`config.mk`:
```
export PLATFORM = sky130hd
export DESIGN_NAME = i2c_register_access_sequencer_core
export DESIGN_NICKNAME = d
export VERILOG_FILES = /design/src/rtl/i2cras_pkg.sv /design/src/rtl/i2c_register_access_sequencer_core.sv
export SDC_FILE = /design/constraint.sdc
export NUM_CORES = 1
export LEC_CHECK = 0
export ABC_AREA = 1
export ABC_CLOCK_PERIOD_IN_PS = 2600
export BUFFER_PORTS_ARGS = -buffer_cell sky130_fd_sc_hd__buf_2
export CAP_MARGIN = 10
export CORE_MARGIN = 1
export CORE_UTILIZATION = 54
export DETAILED_ROUTE_END_ITERATION = 16
export PLACE_DENSITY = 0.73
export SETUP_SLACK_MARGIN = 0.4
export SLEW_MARGIN = 15
export SYNTH_ARGS = -nofsm -noshare
export SYNTH_HDL_FRONTEND = slang
export SYNTH_SLANG_ARGS = --single-unit
```
`constraint.sdc`:
```
create_clock -name clk -period 2.6 [get_ports clk]
set_clock_uncertainty 0.1 [all_clocks]
set_input_delay 0.52 -clock clk [delete_from_list [all_inputs] [get_ports clk]]
set_output_delay 0.52 -clock clk [all_outputs]
set_load 0.005 [all_outputs]
```
`src/rtl/i2cras_pkg.sv`:
```
// Shared types and constants for the I2C register access sequencer.
// No dependencies; imported by i2c_register_access_sequencer_core.
`timescale 1ns / 1ps

package i2cras_pkg;

	localparam logic [7:0] STATUS_MASK = 8'hF8;
	localparam logic [7:0] ADDR_W_MASK = 8'hFE;
	localparam logic [7:0] WRITE_OK    = 8'hFF;

	localparam logic [7:0] CODE_START  = 8'h08;
	localparam logic [7:0] CODE_RSTART = 8'h10;
	localparam logic [7:0] CODE_AW_ACK = 8'h18;
	localparam logic [7:0] CODE_B_ACK  = 8'h28;
	localparam logic [7:0] CODE_AR_ACK = 8'h40;

	localparam int unsigned OUT_DEPTH = 4;
	localparam int unsigned OUT_AW    = $clog2(OUT_DEPTH);

	typedef enum logic [2:0] {
		ACT_START = 3'd0,
		ACT_SEND  = 3'd1,
		ACT_READ  = 3'd2,
		ACT_STOP  = 3'd3,
		ACT_DONE  = 3'd4
	} action_t;

	typedef enum logic {
		KIND_REQUEST = 1'b0,
		KIND_EVENT   = 1'b1
	} kind_t;

	typedef struct packed {
		action_t    action;
		logic [7:0] tx_byte;
		logic [7:0] result_value;
		logic       failed;
		logic [7:0] status_seen;
		logic       last;
	} result_t;

endpackage

```
`src/rtl/i2c_register_access_sequencer_core.sv`:
```
// I2C master register read/write sequencer: input register, phase logic,
// four-word result queue. Depends on i2cras_pkg.
// A word taken passes through the input register and is written into the result
// queue, whose head drives the result port. Throughput: one input word per cycle while
// the queue has room for two words; a word that yields two results needs the result
// port to take both of them, so the result port sets the sustained rate.
// Reset (arst_n low, asynchronous): phase idle, held bytes, status and
// slave_address cleared, input stage and result queue emptied.
`timescale 1ns / 1ps

module i2c_register_access_sequencer_core
	import i2cras_pkg::*;
(
	input  logic       clk,
	input  logic       arst_n,
	// configuration write channel
	input  logic       cfg_valid,
	output logic       cfg_ready,
	input  logic [7:0] cfg_data,
	// input words
	input  logic       in_valid,
	output logic       in_ready,
	input  logic       kind,
	input  logic       write_not_read,
	input  logic [7:0] register_byte,
	input  logic [7:0] data_byte,
	input  logic [7:0] bus_status,
	input  logic [7:0] received_byte,
	// result words
	output logic       out_valid,
	input  logic       out_ready,
	output logic [2:0] action,
	output logic [7:0] tx_byte,
	output logic [7:0] result_value,
	output logic       failed,
	output logic [7:0] status_seen,
	output logic       last
);

	typedef enum logic [2:0] {
		PH_IDLE   = 3'd0,
		PH_START  = 3'd1,
		PH_ADDR_W = 3'd2,
		PH_REG    = 3'd3,
		PH_DATA   = 3'd4,
		PH_RSTART = 3'd5,
		PH_ADDR_R = 3'd6,
		PH_READ   = 3'd7
	} phase_t;

	// transaction state
	phase_t      phase_q;
	logic        write_mode_q;
	logic [7:0]  held_register_q;
	logic [7:0]  held_data_q;
	logic [7:0]  last_status_q;
	logic [7:0]  slave_address_q;

	// input register
	logic        valid_s1;
	logic        kind_s1;
	logic        write_not_read_s1;
	logic [7:0]  register_byte_s1;
	logic [7:0]  data_byte_s1;
	logic [7:0]  bus_status_s1;
	logic [7:0]  received_byte_s1;

	// result queue
	result_t             queue_q [OUT_DEPTH];
	logic [OUT_AW-1:0]   wr_ptr_q;
	logic [OUT_AW-1:0]   rd_ptr_q;
	logic [OUT_AW:0]     count_q;

	// next-state and result words for the word held in the input register
	phase_t      phase_d;
	logic [7:0]  last_status_d;
	logic        latch_request;
	logic [1:0]  push_n;
	result_t     res0;
	result_t     res1;
	logic [7:0]  masked;
	logic        fire;
	logic        pop;
	logic        in_take;

	// Consume the held word only when the queue can take both of its results.
	assign fire     = valid_s1 && (count_q <= (OUT_AW + 1)'(OUT_DEPTH - 2));
	assign in_ready = !valid_s1 || fire;
	assign in_take  = in_valid && in_ready;
	assign pop      = out_valid && out_ready;
	assign cfg_ready = 1'b1;

	assign masked = bus_status_s1 & STATUS_MASK;

	always_comb begin
		phase_d       = phase_q;
		last_status_d = last_status_q;
		latch_request = 1'b0;
		push_n        = 2'd0;
		res0          = '0;
		res1          = '0;
		if (kind_s1 == KIND_REQUEST) begin
			// accept a request only when idle; drop it otherwise
			if (phase_q == PH_IDLE) begin
				latch_request = 1'b1;
				last_status_d = 8'h00;
				phase_d       = PH_START;
				push_n        = 2'd1;
				res0.action   = ACT_START;
				res0.last     = 1'b1;
			end
		end else if (phase_q == PH_READ) begin
			// read completion: status is not examined
			phase_d             = PH_IDLE;
			push_n              = 2'd2;
			res0.action         = ACT_STOP;
			res1.action         = ACT_DONE;
			res1.result_value   = received_byte_s1;
			res1.last           = 1'b1;
		end else if (phase_q != PH_IDLE) begin
			last_status_d = masked;
			push_n        = 2'd1;
			res0.last     = 1'b1;
			// default outcome is a failure; each matching phase overrides it
			res0.action   = ACT_DONE;
			res0.failed   = 1'b1;
			phase_d       = PH_IDLE;
			case (phase_q)
				PH_START: begin
					if (masked == CODE_START) begin
						phase_d      = PH_ADDR_W;
						res0.action  = ACT_SEND;
						res0.failed  = 1'b0;
						res0.tx_byte = slave_address_q & ADDR_W_MASK;
					end
				end
				PH_ADDR_W: begin
					if (masked == CODE_AW_ACK) begin
						phase_d      = PH_REG;
						res0.action  = ACT_SEND;
						res0.failed  = 1'b0;
						res0.tx_byte = held_register_q;
					end
				end
				PH_REG: begin
					if (masked == CODE_B_ACK) begin
						res0.failed = 1'b0;
						if (write_mode_q) begin
							phase_d      = PH_DATA;
							res0.action  = ACT_SEND;
							res0.tx_byte = held_data_q;
						end else begin
							phase_d     = PH_RSTART;
							res0.action = ACT_START;
						end
					end
				end
				PH_DATA: begin
					if (masked == CODE_B_ACK) begin
						push_n            = 2'd2;
						res0.action       = ACT_STOP;
						res0.failed       = 1'b0;
						res0.last         = 1'b0;
						res1.action       = ACT_DONE;
						res1.result_value = WRITE_OK;
						res1.last         = 1'b1;
					end
				end
				PH_RSTART: begin
					if (masked == CODE_RSTART) begin
						phase_d      = PH_ADDR_R;
						res0.action  = ACT_SEND;
						res0.failed  = 1'b0;
						res0.tx_byte = slave_address_q | 8'h01;
					end
				end
				PH_ADDR_R: begin
					if (masked == CODE_AR_ACK) begin
						phase_d     = PH_READ;
						res0.action = ACT_READ;
						res0.failed = 1'b0;
					end
				end
				default: begin
					phase_d = PH_IDLE;
					push_n  = 2'd0;
				end
			endcase
		end
		// both words of a pair report the updated status
		res0.status_seen = last_status_d;
		res1.status_seen = last_status_d;
	end

	// Control state and transaction registers.
	always_ff @(posedge clk or negedge arst_n) begin
		if (!arst_n) begin
			phase_q         <= PH_IDLE;
			write_mode_q    <= 1'b0;
			held_register_q <= 8'h00;
			held_data_q     <= 8'h00;
			last_status_q   <= 8'h00;
			slave_address_q <= 8'h00;
			valid_s1        <= 1'b0;
			wr_ptr_q        <= '0;
			rd_ptr_q        <= '0;
			count_q         <= '0;
		end else begin
			if (cfg_valid && cfg_ready) begin
				slave_address_q <= cfg_data;
			end
			if (in_take) begin
				valid_s1 <= 1'b1;
			end else if (fire) begin
				valid_s1 <= 1'b0;
			end
			if (fire) begin
				phase_q       <= phase_d;
				last_status_q <= last_status_d;
				if (latch_request) begin
					write_mode_q    <= write_not_read_s1;
					held_register_q <= register_byte_s1;
					held_data_q     <= data_byte_s1;
				end
				wr_ptr_q <= wr_ptr_q + OUT_AW'(fire ? push_n : 2'd0);
			end
			if (pop) begin
				rd_ptr_q <= rd_ptr_q + OUT_AW'(1);
			end
			count_q <= count_q + (OUT_AW + 1)'(fire ? push_n : 2'd0)
				- (OUT_AW + 1)'(pop);
		end
	end

	// Payload registers: input stage and queue entries.
	always_ff @(posedge clk) begin
		if (in_take) begin
			kind_s1           <= kind;
			write_not_read_s1 <= write_not_read;
			register_byte_s1  <= register_byte;
			data_byte_s1      <= data_byte;
			bus_status_s1     <= bus_status;
			received_byte_s1  <= received_byte;
		end
		if (fire && push_n != 2'd0) begin
			queue_q[wr_ptr_q] <= res0;
		end
		if (fire && push_n == 2'd2) begin
			queue_q[wr_ptr_q + OUT_AW'(1)] <= res1;
		end
	end

	// Head of the queue drives the result port.
	assign out_valid    = (count_q != '0);
	assign action       = queue_q[rd_ptr_q].action;
	assign tx_byte      = queue_q[rd_ptr_q].tx_byte;
	assign result_value = queue_q[rd_ptr_q].result_value;
	assign failed       = queue_q[rd_ptr_q].failed;
	assign status_seen  = queue_q[rd_ptr_q].status_seen;
	assign last         = queue_q[rd_ptr_q].last;

	// Queue never overfills.
	a_count_bound: assert property (@(posedge clk) disable iff (!arst_n)
		count_q <= (OUT_AW + 1)'(OUT_DEPTH))
		else $error("result queue overfilled");

	// Input is stalled only while a word waits in the input register.
	a_stall_cause: assert property (@(posedge clk) disable iff (!arst_n)
		!in_ready |-> valid_s1)
		else $error("input stalled with empty input register");

	// A failure word is always a done word with zero value and ends its group.
	a_fail_form: assert property (@(posedge clk) disable iff (!arst_n)
		(out_valid && failed) |-> (action == ACT_DONE && result_value == 8'h00 && last))
		else $error("malformed failure word");

	// A request leaves the sequencer waiting for the start status.
	a_req_phase: assert property (@(posedge clk) disable iff (!arst_n)
		(fire && latch_request) |=> (phase_q == PH_START && last_status_q == 8'h00))
		else $error("request did not start a transaction");

endmodule
```
After elaboration in Yosys (flattened, before gate mapping)
Memory sizes are Yosys's and may differ from the RTL's. Index checks and enable logic that the tools add are counted.

Bits in registers: 78. Memory bits (writable): 116. Input bits: 47. Output and inout port bits: 32. Memories: 1.

$add $sub $neg: 5. Order comparisons: 1. Equality and inequality tests: 14. Multiplexer cells: 74. Reduce and logical (&&, ||, !) cells: 17.

Memories: queue_q (depth 4, width 29, rd ports 1, clocked after Yosys merged registers in 0, wr ports 2, line i2c_register_access_sequencer_core.sv:69) `result_t queue_q [OUT_DEPTH];`.

Operator list (number): 8-bit two-way mux (12); 11-bit two-way mux (5); 3-bit two-way mux (16); 8-bit case mux with 4 select lines (1); 1-bit two-way mux (28); 3-bit case mux with 6 select lines (1); 2-bit two-way mux (8); 3-bit case mux with 5 select lines (1); 3-bit == test, second input constant (4); 5-bit by 2-bit == test with 1-bit output, second input constant (2); 3-bit by 2-bit == test with 1-bit output, second input constant (2); 2-bit nonzero test (3); 3-bit nonzero test (2); 5-bit by 1-bit == test with 1-bit output, second input constant (1); 5-bit by 3-bit == test with 1-bit output, second input constant (1); 5-bit by 4-bit == test with 1-bit output, second input constant (1); 1-bit logical AND (5); 1-bit case mux with 5 select lines (1); 5-bit OR reduction (1); 2-bit by 1-bit adder with 2-bit output, second input constant (2); 2-bit case mux with 2 select lines (1); 3-bit by 2-bit adder with 3-bit output (1); 3-bit by 1-bit == test with 1-bit output, second input constant (1); 3-bit by 2-bit <= comparator with 1-bit output, second input constant (1); other kinds (10) (10).

Depth between registers and ports, before layout
Gate-level depths: netlist of run 1.

Depth in word-level cells: 10. Mapped depth: 15.

Worst setup path after synthesis of run 1
OpenSTA, ideal clock, no wires.

Path kind: flip-flop to flip-flop. Start point: register count_q[2]. End point: register bus_status_s1[3], enable pin. Library setup time: 0.429 ns. Arrival time: 2.180 ns. Data required time: 2.071 ns. Setup slack: -0.109 ns. Cell stages (with the launch flop): 4. Buffers on the path: 0. Cell sequence: dfrtp_1 -> nor2_1 -> nor2_1 -> a21oi_1.

Cells in the longest elaborated chain, start to end: 4.

RTL lines: from (decl) (line i2c_register_access_sequencer_core.sv:72) `logic [OUT_AW:0] count_q;`; from (signal assigned) (line i2c_register_access_sequencer_core.sv:230) `count_q <= count_q + (OUT_AW + 1)'(fire ? push_n : 2'd0)`; 3-bit by 2-bit <= comparator with 1-bit output (line i2c_register_access_sequencer_core.sv:87) `assign fire = valid_s1 && (count_q <= (OUT_AW + 1)'(OUT_DEPTH - 2));`; 1-bit logical AND (line i2c_register_access_sequencer_core.sv:87); 1-bit logical OR (line i2c_register_access_sequencer_core.sv:88) `assign in_ready = !valid_s1 || fire;`; 1-bit logical AND (line i2c_register_access_sequencer_core.sv:89) `assign in_take = in_valid && in_ready;`; named net in_take (line i2c_register_access_sequencer_core.sv:84) `logic in_take;`; to (signal assigned) (line i2c_register_access_sequencer_core.sv:242) `bus_status_s1 <= bus_status;`; to (decl) (line i2c_register_access_sequencer_core.sv:65) `logic [7:0] bus_status_s1;`.

The timed path passes the listed nets, and every way through them passes these cells. A chain may end at the register's enable or synchronous reset.

Final worst setup path of run 1
Start point: register rd_ptr_q[1]. End point: output action[0].

Cells in the longest elaborated chain, start to end: 1.

RTL lines: from (decl) (line i2c_register_access_sequencer_core.sv:71) `logic [OUT_AW-1:0] rd_ptr_q;`; from (signal assigned) (line i2c_register_access_sequencer_core.sv:228) `rd_ptr_q <= rd_ptr_q + OUT_AW'(1);`; memory read 4 x 29 bit; to (decl) (line i2c_register_access_sequencer_core.sv:32) `output logic [2:0] action,`.

Every way passes these cells.

==> results of run 1 <==
-- state kept, by name (all words and copies together) (netlist names), 5 cells and up --
register / flops
bus_status_s1: 5
held_data_q: 8
slave_address_q: 7
register_byte_s1: 8
held_register_q: 8
queue_q: 116
data_byte_s1: 8
received_byte_s1: 8
last_status_q: 8
-- final timing paths --
kind | end | slack [ns] | cells after the start
min reg2reg | held_data_q[6] | 0.38 | 1
min | rd_ptr_q[1] | 0.06 | 1
max | action[0] | 0.22 | 6
max reg2reg | count_q[2] | 0.26 | 13
min in group clk | data_byte_s1[2] | 0.15 | 1
max in group asynchronous | phase_q[2] | 1.67 | 2
-- what timing repair did --
item                                    CTS  global route
endpoints found under the setup margin   90           137
pin swaps                                14            40
buffers inserted                         19            33
resized for setup                        27           159
gates cloned                              5             7
-- through the flow --
step	power (mW)	instances	hold WS, ns	setup WS [ns]	utilization
after floorplan	6.90	888	0.124	0.198	-
after global placement	8.10	1158	0.346	0.166	0.601
after detailed placement	8.20	1158	0.350	0.126	0.601
after CTS	11.4	1214	0.0821	0.300	0.662
after global routing	13.3	1254	0.129	0.166	0.727
final	12.7	1254	0.0640	0.222	0.727
-- cell usage in the layout, fill, tap and decap left out, types with 3 or more instances in the layout --
master,instances
nor2_1,130
nand2_1,127
edfxtp_1,103
buf_2,73
inv_1,64
buf_4,58
o21ai_0,49
dfxtp_1,44
a21oi_1,40
dfrtp_1,39
nand3_1,33
nor2_4,24
clkbuf_16,24
mux2_2,23
o21ai_1,21
o21ai_2,19
inv_2,16
o22ai_2,14
nor2_2,13
buf_12,13
nand2_2,11
nand2_4,9
a21oi_2,9
o22ai_1,9
nand4_1,7
buf_6,7
clkinv_2,6
a21boi_2,5
buf_16,5
inv_6,4
dfrtp_2,4
a21oi_4,3
or2_2,3
nor3_1,3
buf_8,3
-- Yosys cell counts (3+ instances only) --
cell type  instances
nand4_1            7
inv_2             11
nand2_1          137
a21oi_1           51
or2_2              3
nor3_1             3
clkbuf_1          22
nor2_4             8
dfxtp_1           44
mux2_2            23
edfxtp_1         103
ha_1               4
dfrtp_1           43
o22ai_1           23
nor2_2             4
buf_6              6
buf_4              4
o21ai_1            6
inv_1             71
o21ai_0           85
nor2_1           155
a21boi_2           5
nand3_1           34
buf_2             10
nand2_2           10
-- layer usage --
metal / vias up / part of all wire / GRT usage
met4: 0 / 0.043 / 0.106
met2: 379 / 0.50 / 0.442
met5: - / 0 / 0
li1: 3249 / - / -
met3: 93 / 0.069 / 0.0348
met1: 3441 / 0.38 / 0.335
-- area by class of cell --
cell class / count / area, µm²
flip-flops and latches: 190 / 5050
fillers: 1011 / 4160
multi-input cells: 573 / 3400
repair buffers: 165 / 1470
clock buffers: 19 / 454
inverters: 83 / 319
well taps: 211 / 264
clock inverters: 13 / 134
-- power by group through the flow --
stage | sequential [mW] | combinational (mW) | clock, mW
after floorplan | 4.34 | 2.56 | 0
after global placement | 4.41 | 3.69 | 0
after detailed placement | 4.44 | 3.76 | 0
after CTS | 4.38 | 4.38 | 2.64
after global routing | 4.54 | 6.02 | 2.78
final | 4.47 | 5.64 | 2.64
-- logic make-up after synthesis --
logic type / after synthesis / synth area share
xor+xnor: 4 / 0.00413
fa+ha+maj: 5 / 0.00826
compound gates: 176 / 0.114
mux: 23 / 0.0305
buf+inv: 125 / 0.0638
flops: 190 / 0.595
other cells: 1 / 0.000442
simple gates: 364 / 0.184
==> flow_metrics.tcl, run 1 <==
set metrics [dict create \
    outcome "completed" \
    arrival_ns 1.76 \
    setup_viol 0 \
    diodes 0 \
    dp_hpwl_um 11700 \
    synth_cell_types 36 \
    clkLatencyLatePin_ns 0.44 \
    ir_drop_v 0.000668 \
    die_w_um 127 \
    p_switching_mw 4.77 \
    ios 79 \
    synth_area_leader_cell "edfxtp_1" \
    synth_edf_count 103 \
    cts.sinks 190 \
    io_buffers 73 \
    p_sw_frac 0.375 \
    cts_tree "built" \
    layout-drive-gt1-share 0.345 \
    syn_area_per_cell_um2 9.56 \
    cp_slowest_stage_delay_ns 0.40 \
    layout.nets 1082 \
    fin_crit_sh 0.915 \
    avgRoutedWirePerCell_um 18.8 \
    hold_violations 0 \
    worstPathRequired_ns 1.98 \
    grt_max_degree 36 \
    rows 45 \
    final_antenna_net_count 0 \
    drc 0 \
    fin_crit_ns 2.38 \
    p_per_area_nw_per_um2 1150 \
    critPathKind "flip-flop to primary output" \
    yosysTopAreaCellShare 0.364 \
    synth_cells 888 \
    synth_nets 940 \
    clock.fmax_mhz 421 \
    syn_to_final_growth_pct 30.7 \
    cp_top_family "buffers and inverters" \
    netlist_area_um2 8490 \
    dieArea_um2 16200 \
    stdcell_area_um2 11100 \
    synthTopCellsByArea "edfxtp_1, dfrtp_1, dfxtp_1, nor2_1, nand2_1" \
    cpMaxStageDelayCell "dfrtp_1" \
    grt_overflow_total 0 \
    fp.dieH_um 127 \
    power_frac_comb 0.442 \
    tns_ns 0 \
    r2r-start "phase_q[1]" \
    p_int_mw 7.97 \
    leakagePower_nw 4.69 \
    grt_pass1_vias 6156 \
    ys.flop_type "edfxtp_1" \
    drtPass1Iterations 5 \
    clkTransAtPathRegs_ns 0.08 \
    cap_viol_max_count 0 \
    drt_iter0_markers 745 \
    root_buffer "clkbuf_16" \
    cts_buffer_depth 2 \
    htreeDepth 4 \
    setup.worst_path.start_class "flip-flop" \
    synth_warnings 0 \
    clkPwrFrac 0.207 \
    worst_setup_path_end_kind "primary output" \
    grt_antenna_before_repair 0 \
    path_common_cell "o21ai_2" \
    ys_ff_latch 190 \
    place_area_um2 9170 \
    pwr-share-seq 0.351 \
    routabilityCongestion 0.844 \
    cts_buffers 17 \
    crit_start "rd_ptr_q[1]" \
    routed_via_density 5.71 \
    cp_cell_sequence "clkinv_1 -> buf_12 -> a21oi_2 -> o21ai_2 -> o21ai_2 -> buf_2" \
    worst_pin_slew_ns 0.803 \
    start_util 0.556 \
    rsz0062_at_grt "yes" \
    slew_headroom 0.465 \
    core-area_um2 15300 \
    crit_buf_inv 3 \
    cp_max_fo 24 \
    wirelength_um 23500 \
    ctsHoldBuffers 0 \
    hold_class "primary input to async pin" \
    drv_slew 0 \
    synthArstFlopShare 0.226 \
    grt_pass1_wl_um 31500 \
    yosysSeqAreaShare 0.595 \
    num_vias 7162 \
    grt_use_total 0.259 \
]
Note: power is estimated with default switching activity, not from simulation.
==> inputs of run 2 (changes only) <==
--- a/config.mk
+++ b/config.mk
@@ -7,12 +7,12 @@
 export LEC_CHECK = 0
 export ABC_AREA = 1
 export ABC_CLOCK_PERIOD_IN_PS = 2600
-export BUFFER_PORTS_ARGS = -buffer_cell sky130_fd_sc_hd__buf_2
 export CAP_MARGIN = 10
 export CORE_MARGIN = 1
-export CORE_UTILIZATION = 54
+export CORE_UTILIZATION = 57
 export DETAILED_ROUTE_END_ITERATION = 16
-export PLACE_DENSITY = 0.73
+export DONT_BUFFER_PORTS = 1
+export PLACE_DENSITY = 0.72
 export SETUP_SLACK_MARGIN = 0.4
 export SLEW_MARGIN = 15
 export SYNTH_ARGS = -nofsm -noshare
==> constraint.sdc (replaced) <==
create_clock -name clk -period 2.6 [get_ports clk]
set_clock_uncertainty 0.1 [all_clocks]
set_input_delay 0.39 -clock clk [delete_from_list [all_inputs] [get_ports clk]]
set_output_delay 0.39 -clock clk [all_outputs]
set_load 0.005 [all_outputs]
==> run 2 against run 1 <==
- final cell count down 6.6%
- sequential share of layout area increased by 3.3 points
- routed wire length is 11% lower
- sequential power fell by 1%
- clock-buffer cell count fell by 1
- via count fell by 7.2%
- critical endpoint is now count_q[2]
- highest routed layer unchanged
==> flow_metrics.tcl, run 2 (synthesis results as in run 1) <==
set metrics [dict create \
    grt_overflow_total 0 \
    arrival_ns 2.52 \
    dieArea_um2 15400 \
    cp_cell_sequence "inv_2 -> nand2_4 -> nand2_4 -> nor2_4 -> a21oi_4 -> inv_2 -> nand2_4 -> nor2_4 -> inv_2 -> ha_4 -> inv_2 -> ha_4 -> fa_2 -> xnor2_1" \
    critPathKind "flip-flop to flip-flop" \
    fp.dieH_um 124 \
    worst_setup_path_end_kind "flip-flop" \
    routabilityCongestion 0.879 \
    setup_viol 0 \
    worst_pin_slew_ns 0.821 \
    cts.sinks 190 \
    rows 44 \
    ios 79 \
    setup.worst_path.start_class "flip-flop" \
    p_int_mw 7.15 \
    grt_use_total 0.280 \
    layout.nets 1026 \
    power_mw 11.2 \
    root_buffer "clkbuf_16" \
    grt_antenna_before_repair 0 \
    core-area_um2 14500 \
    cts_tree "built" \
    drv_slew 0 \
    tns_ns 0 \
    layout-drive-gt1-share 0.212 \
    cp_max_fo 5 \
    cp_slowest_stage_delay_ns 0.42 \
    grt_max_degree 54 \
    fillers 1032 \
    rsz0062_at_grt "yes" \
    cpMaxStageDelayCell "dfrtp_1" \
    dp_hpwl_um 12300 \
    fin_crit_sh 0.888 \
    start_util 0.584 \
    hp-start "cfg_data[4]" \
    cp_top_family "adder cells" \
    p_per_area_nw_per_um2 1080 \
    r2r-start "phase_q[2]" \
    die_w_um 124 \
    path_common_cell "inv_2" \
    num_vias 6646 \
    routed_via_density 5.68 \
    syn_to_final_growth_pct 21.8 \
    worstPathRequired_ns 2.81 \
    largest_reg_flops 116 \
    final_antenna_net_count 0 \
    pwr-share-seq 0.395 \
    clkTransAtPathRegs_ns 0.07 \
    p_sw_frac 0.360 \
    clkLatencyLatePin_ns 0.43 \
    io_buffers 0 \
    clkPwrFrac 0.231 \
    grt_pass1_wl_um 32100 \
    r2r_cells 14 \
    worstReg2RegEnd "count_q[2]" \
    hold_violations 0 \
    cts_buffer_depth 2 \
    cap_viol_max_count 0 \
    power_frac_comb 0.374 \
    drt_iter0_markers 713 \
    diodes 0 \
    cts_buffers 17 \
    final_cell_mix "nor2_1, nand2_1, edfxtp_1, o21ai_0" \
    crit_buf_inv 4 \
    ir_drop_v 0.000565 \
    slew_headroom 0.448 \
    drc 0 \
    avgRoutedWirePerCell_um 17.9 \
    wirelength_um 20900 \
    outcome "completed" \
    htreeDepth 4 \
    r2r_slack_ns 0.29 \
    drtPass1Iterations 5 \
    clock.fmax_mhz 433 \
    leakagePower_nw 4.29 \
    fin_crit_ns 2.31 \
    p_switching_mw 4.03 \
    final_common_cell "nor2_1" \
    worstHoldPathCells 1 \
    min_to "slave_address_q[4]" \
    regMostFlops "queue_q" \
    grt_pass1_vias 6568 \
    hold_class "primary input to flip-flop" \
]
-- run 2: repair_timing --
item | CTS | global route
cloned | 0 | 2
buffers inserted | 24 | 17
hold buffers | 35 | 0
gates resized for setup | 14 | 51
pin swaps | 7 | 8
hold endpoints to repair | 76 | 0
setup endpoints to repair | 55 | 155
-- run 2: through the flow --
stage	utilization	worst slack, ns	cells	area (µm²)	hold WS, ns
6_report	0.711	0.292	1171	10300	0.0151
3_5_place_dp	0.604	-0.00251	1061	8780	-0.00411
3_3_place_gp	0.604	0.0675	1061	8780	-0.00391
4_1_cts	0.685	0.315	1152	9960	0.00194
5_1_grt	0.711	0.200	1171	10300	0.00155
2_1_floorplan	-	0.198	888	8510	-0.00559
-- run 2: routing by layer --
metal / track usage / up-vias / share of wire / wire [µm]
li1: - / 3134 / - / -
met5: 0 / - / 0 / 0
met2: 0.493 / 246 / 0.53 / 11100
met1: 0.337 / 3238 / 0.40 / 8280
met4: 0.119 / 0 / 0.018 / 378
met3: 0.0495 / 28 / 0.058 / 1210
-- run 2: worst max-delay path by stage --
| stage | from | endpoint | slack, ns | cells past startpoint |
|---|---|---|---|---|
| after floorplan | phase_q[1] | count_q[2] | 0.20 | 15 |
| after global placement | phase_q[1] | count_q[1] | 0.07 | 13 |
| after detailed placement | phase_q[2] | count_q[2] | -0.003 | 14 |
| after CTS | phase_q[1] | count_q[2] | 0.32 | 15 |
| after global routing | count_q[0] | count_q[1] | 0.20 | 6 |
| final | phase_q[2] | count_q[2] | 0.29 | 14 |
-- run 2: cell type report --
class	count	area, µm²	area share
well taps	184	230	0.0223
multi-input cells	573	3070	0.297
clock inverters	14	140	0.0136
inverters	83	322	0.0311
flip-flops and latches	190	5050	0.489
clock buffers	18	450	0.0436
repair buffers	109	1070	0.104
-- run 2: power groups by stage --
stage,clock (mW),sequential (mW),combinational [mW]
finish,2.58,4.41,4.18
global route,2.73,4.49,4.60
CTS,2.61,4.39,3.81
detailed placement,0,4.45,3.49
global placement,0,4.40,3.36
floorplan,0,4.34,2.56
==> inputs of run 3 (changes only) <==
--- a/config.mk
+++ b/config.mk
@@ -6,14 +6,15 @@
 export NUM_CORES = 1
 export LEC_CHECK = 0
 export ABC_AREA = 1
-export ABC_CLOCK_PERIOD_IN_PS = 2600
+export ABC_CLOCK_PERIOD_IN_PS = 2500
 export CAP_MARGIN = 10
 export CORE_MARGIN = 1
-export CORE_UTILIZATION = 57
+export CORE_UTILIZATION = 63
 export DETAILED_ROUTE_END_ITERATION = 16
 export DONT_BUFFER_PORTS = 1
-export PLACE_DENSITY = 0.72
+export PLACE_DENSITY = 0.76
 export SETUP_SLACK_MARGIN = 0.4
+export SKIP_LAST_GASP = 1
 export SLEW_MARGIN = 15
 export SYNTH_ARGS = -nofsm -noshare
 export SYNTH_HDL_FRONTEND = slang
==> constraint.sdc (replaced) <==
create_clock -name clk -period 2.5 [get_ports clk]
set_clock_uncertainty 0.1 [all_clocks]
set_input_delay 0.375 -clock clk [delete_from_list [all_inputs] [get_ports clk]]
set_output_delay 0.375 -clock clk [all_outputs]
set_load 0.005 [all_outputs]
==> run 3 against run 2 <==
- the flow now finishes with violations (setup timing)
- maximum frequency decreased by 9.3%
- cell area increased by 11%
- clock-buffer cell count increased by 3
- final cell count increased by 2.6%
- combinational power increased by 31%
- hold slack improved by 0.27 ns
- register-to-register slack got worse by 0.34 ns
- largest cell class unchanged
- total power increased by 15%
- first-iteration DRC count increased by 73%
- sequential share of layout area decreased by 5.0 points
- clock power increased by 2%
- largest power group is now combinational logic
==> flow_metrics.tcl, run 3 (synthesis results as in run 1) <==
set metrics [dict create \
    avgRoutedWirePerCell_um 23.8 \
    r2r_cells 15 \
    fillers 548 \
    tns_ns -0.0459 \
    setup_viol 1 \
    cts_tree "built" \
    cp_slowest_stage_delay_ns 0.47 \
    final_common_cell "nor2_1" \
    grt_pass1_wl_um 34900 \
    syn_to_final_growth_pct 35.7 \
    fp.dieH_um 118 \
    power_mw 12.8 \
    root_buffer "clkbuf_16" \
    arrival_ns 2.76 \
    start_util 0.644 \
    grt_util_met3 0.0736 \
    die_w_um 118 \
    ir_drop_v 0.00103 \
    io_buffers 0 \
    worstReg2RegEnd "count_q[2]" \
    outcome "complete, but fails checks" \
    grt_pass1_vias 6948 \
    dp_hpwl_um 12300 \
    crit_path_end "count_q[2]" \
    grt_use_total 0.328 \
    worstPathRequired_ns 2.71 \
    hold_class "primary input to async pin" \
    largest_reg_flops 116 \
    holdWs_ns 0.284 \
    crit_start "phase_q[2]" \
    drc 0 \
    layout.nets 1065 \
    cts.sinks 190 \
    place_area_um2 8840 \
    cap_viol_max_count 0 \
    cp_max_fo 4 \
    drt_iter0_markers 1237 \
    regMostFlops "queue_q" \
    path_common_cell "inv_2" \
    slew_headroom 0.514 \
    clock.fmax_mhz 393 \
    setup.worst_path.start_class "flip-flop" \
    rows 42 \
    htreeDepth 4 \
    cts_buffer_depth 2 \
    final_antenna_net_count 0 \
    stdcell_area_um2 11500 \
    routed_via_density 6.51 \
    r2r_slack_ns -0.05 \
    hold_violations 0 \
    clkTransAtPathRegs_ns 0.08 \
    grt_max_degree 44 \
    ios 79 \
    violations "setup timing" \
    cts_buffers 17 \
    critPathKind "flip-flop to flip-flop" \
    p_per_area_nw_per_um2 1120 \
    drtPass1Iterations 7 \
    fin_crit_ns 2.55 \
    grt_antenna_before_repair 0 \
    diodes 0 \
    worst_setup_path_end_kind "flip-flop" \
    core-area_um2 13200 \
    r2r-start "phase_q[2]" \
    wirelength_um 28600 \
    fin_crit_sh 1.02 \
    cpMaxStageDelayCell "dfrtp_2" \
    leakagePower_nw 4.68 \
    clkLatencyLatePin_ns 0.45 \
    routabilityCongestion 0.890 \
    grt_most_used_layer "met2" \
    setup_ws_ns -0.0459 \
    layout-drive-gt1-share 0.300 \
    worst_pin_slew_ns 0.724 \
    num_vias 7826 \
    dieArea_um2 13900 \
    grt_overflow_total 0 \
    final_cell_mix "nor2_1, nand2_1, edfxtp_1, o21ai_0, inv_1" \
    fin_util 0.873 \
    drv_slew 0 \
    use_met1 0.402 \
    cp_cell_sequence "nand2_2 -> inv_2 -> nand2_2 -> inv_2 -> nor2_4 -> a21oi_4 -> inv_2 -> nand2_4 -> nor2_4 -> inv_2 -> ha_4 -> inv_2 -> ha_4 -> fa_2 -> xnor2_2" \
    grtUsageMet2 0.549 \
    rsz0062_at_grt "yes" \
]
-- run 3: what timing repair did --
action / 4_1_cts / 5_1_grt
endpoints found under the setup margin: 131 / 212
endpoints found under the hold margin: 82 / 0
resized for setup: 47 / 189
pin swaps: 15 / 22
hold buffers: 48 / 0
gates cloned: 4 / 15
setup buffers: 22 / 20
-- run 3: where the power goes --
part / total [mW] / internal [mW] / switching, mW
Clock: 2.63 / 1.42 / 1.21
Sequential: 4.73 / 4.20 / 0.532
Combinational: 5.48 / 2.17 / 3.31
-- run 3: worst min path at each step --
stage	end	cells after the start	start	slack [ns]
after floorplan	count_q[0]	0	arst_n	-0.02
after global placement	slave_address_q[2]	0	arst_n	-0.02
after detailed placement	held_register_q[2]	0	arst_n	-0.02
after CTS	rd_ptr_q[0]	3	out_ready	0.27
after global routing	slave_address_q[1]	2	arst_n	0.31
final	slave_address_q[1]	2	arst_n	0.28
-- run 3: final cells by class --
type | instances | area (µm²) | area share
clock buffer | 21 | 462 | 0.0401
clock inverter | 11 | 92.6 | 0.00804
multi-input combinational | 573 | 3520 | 0.305
inverter | 83 | 355 | 0.0308
sequential | 190 | 5050 | 0.439
tap | 176 | 220 | 0.0191
timing repair buffer | 148 | 1820 | 0.158
-- run 3: worst max-delay path, delay by kind of cell (launching register included) --
kind | cells | cell delay, ns
fa+ha+maj | 3 | 0.77
compound gates | 1 | 0.05
simple gates | 5 | 0.54
xor+xnor | 1 | 0.16
buf+inv | 5 | 0.30
flops | 1 | 0.47
-- run 3: per-stage QoR --
| step | std cells | setup WS [ns] |
|---|---|---|
| global route | 1202 | -0.0678 |
| floorplan | 888 | 0.0980 |
| detailed placement | 1061 | -0.00643 |
| global placement | 1061 | 0.108 |
| CTS | 1167 | 0.151 |
| finish | 1202 | -0.0459 |
-- run 3: metal layers --
layer,wire length (µm),vias up
met4,2060,0
met3,3290,232
met1,9500,3650
met2,13700,731
li1,-,3213
met5,0,-
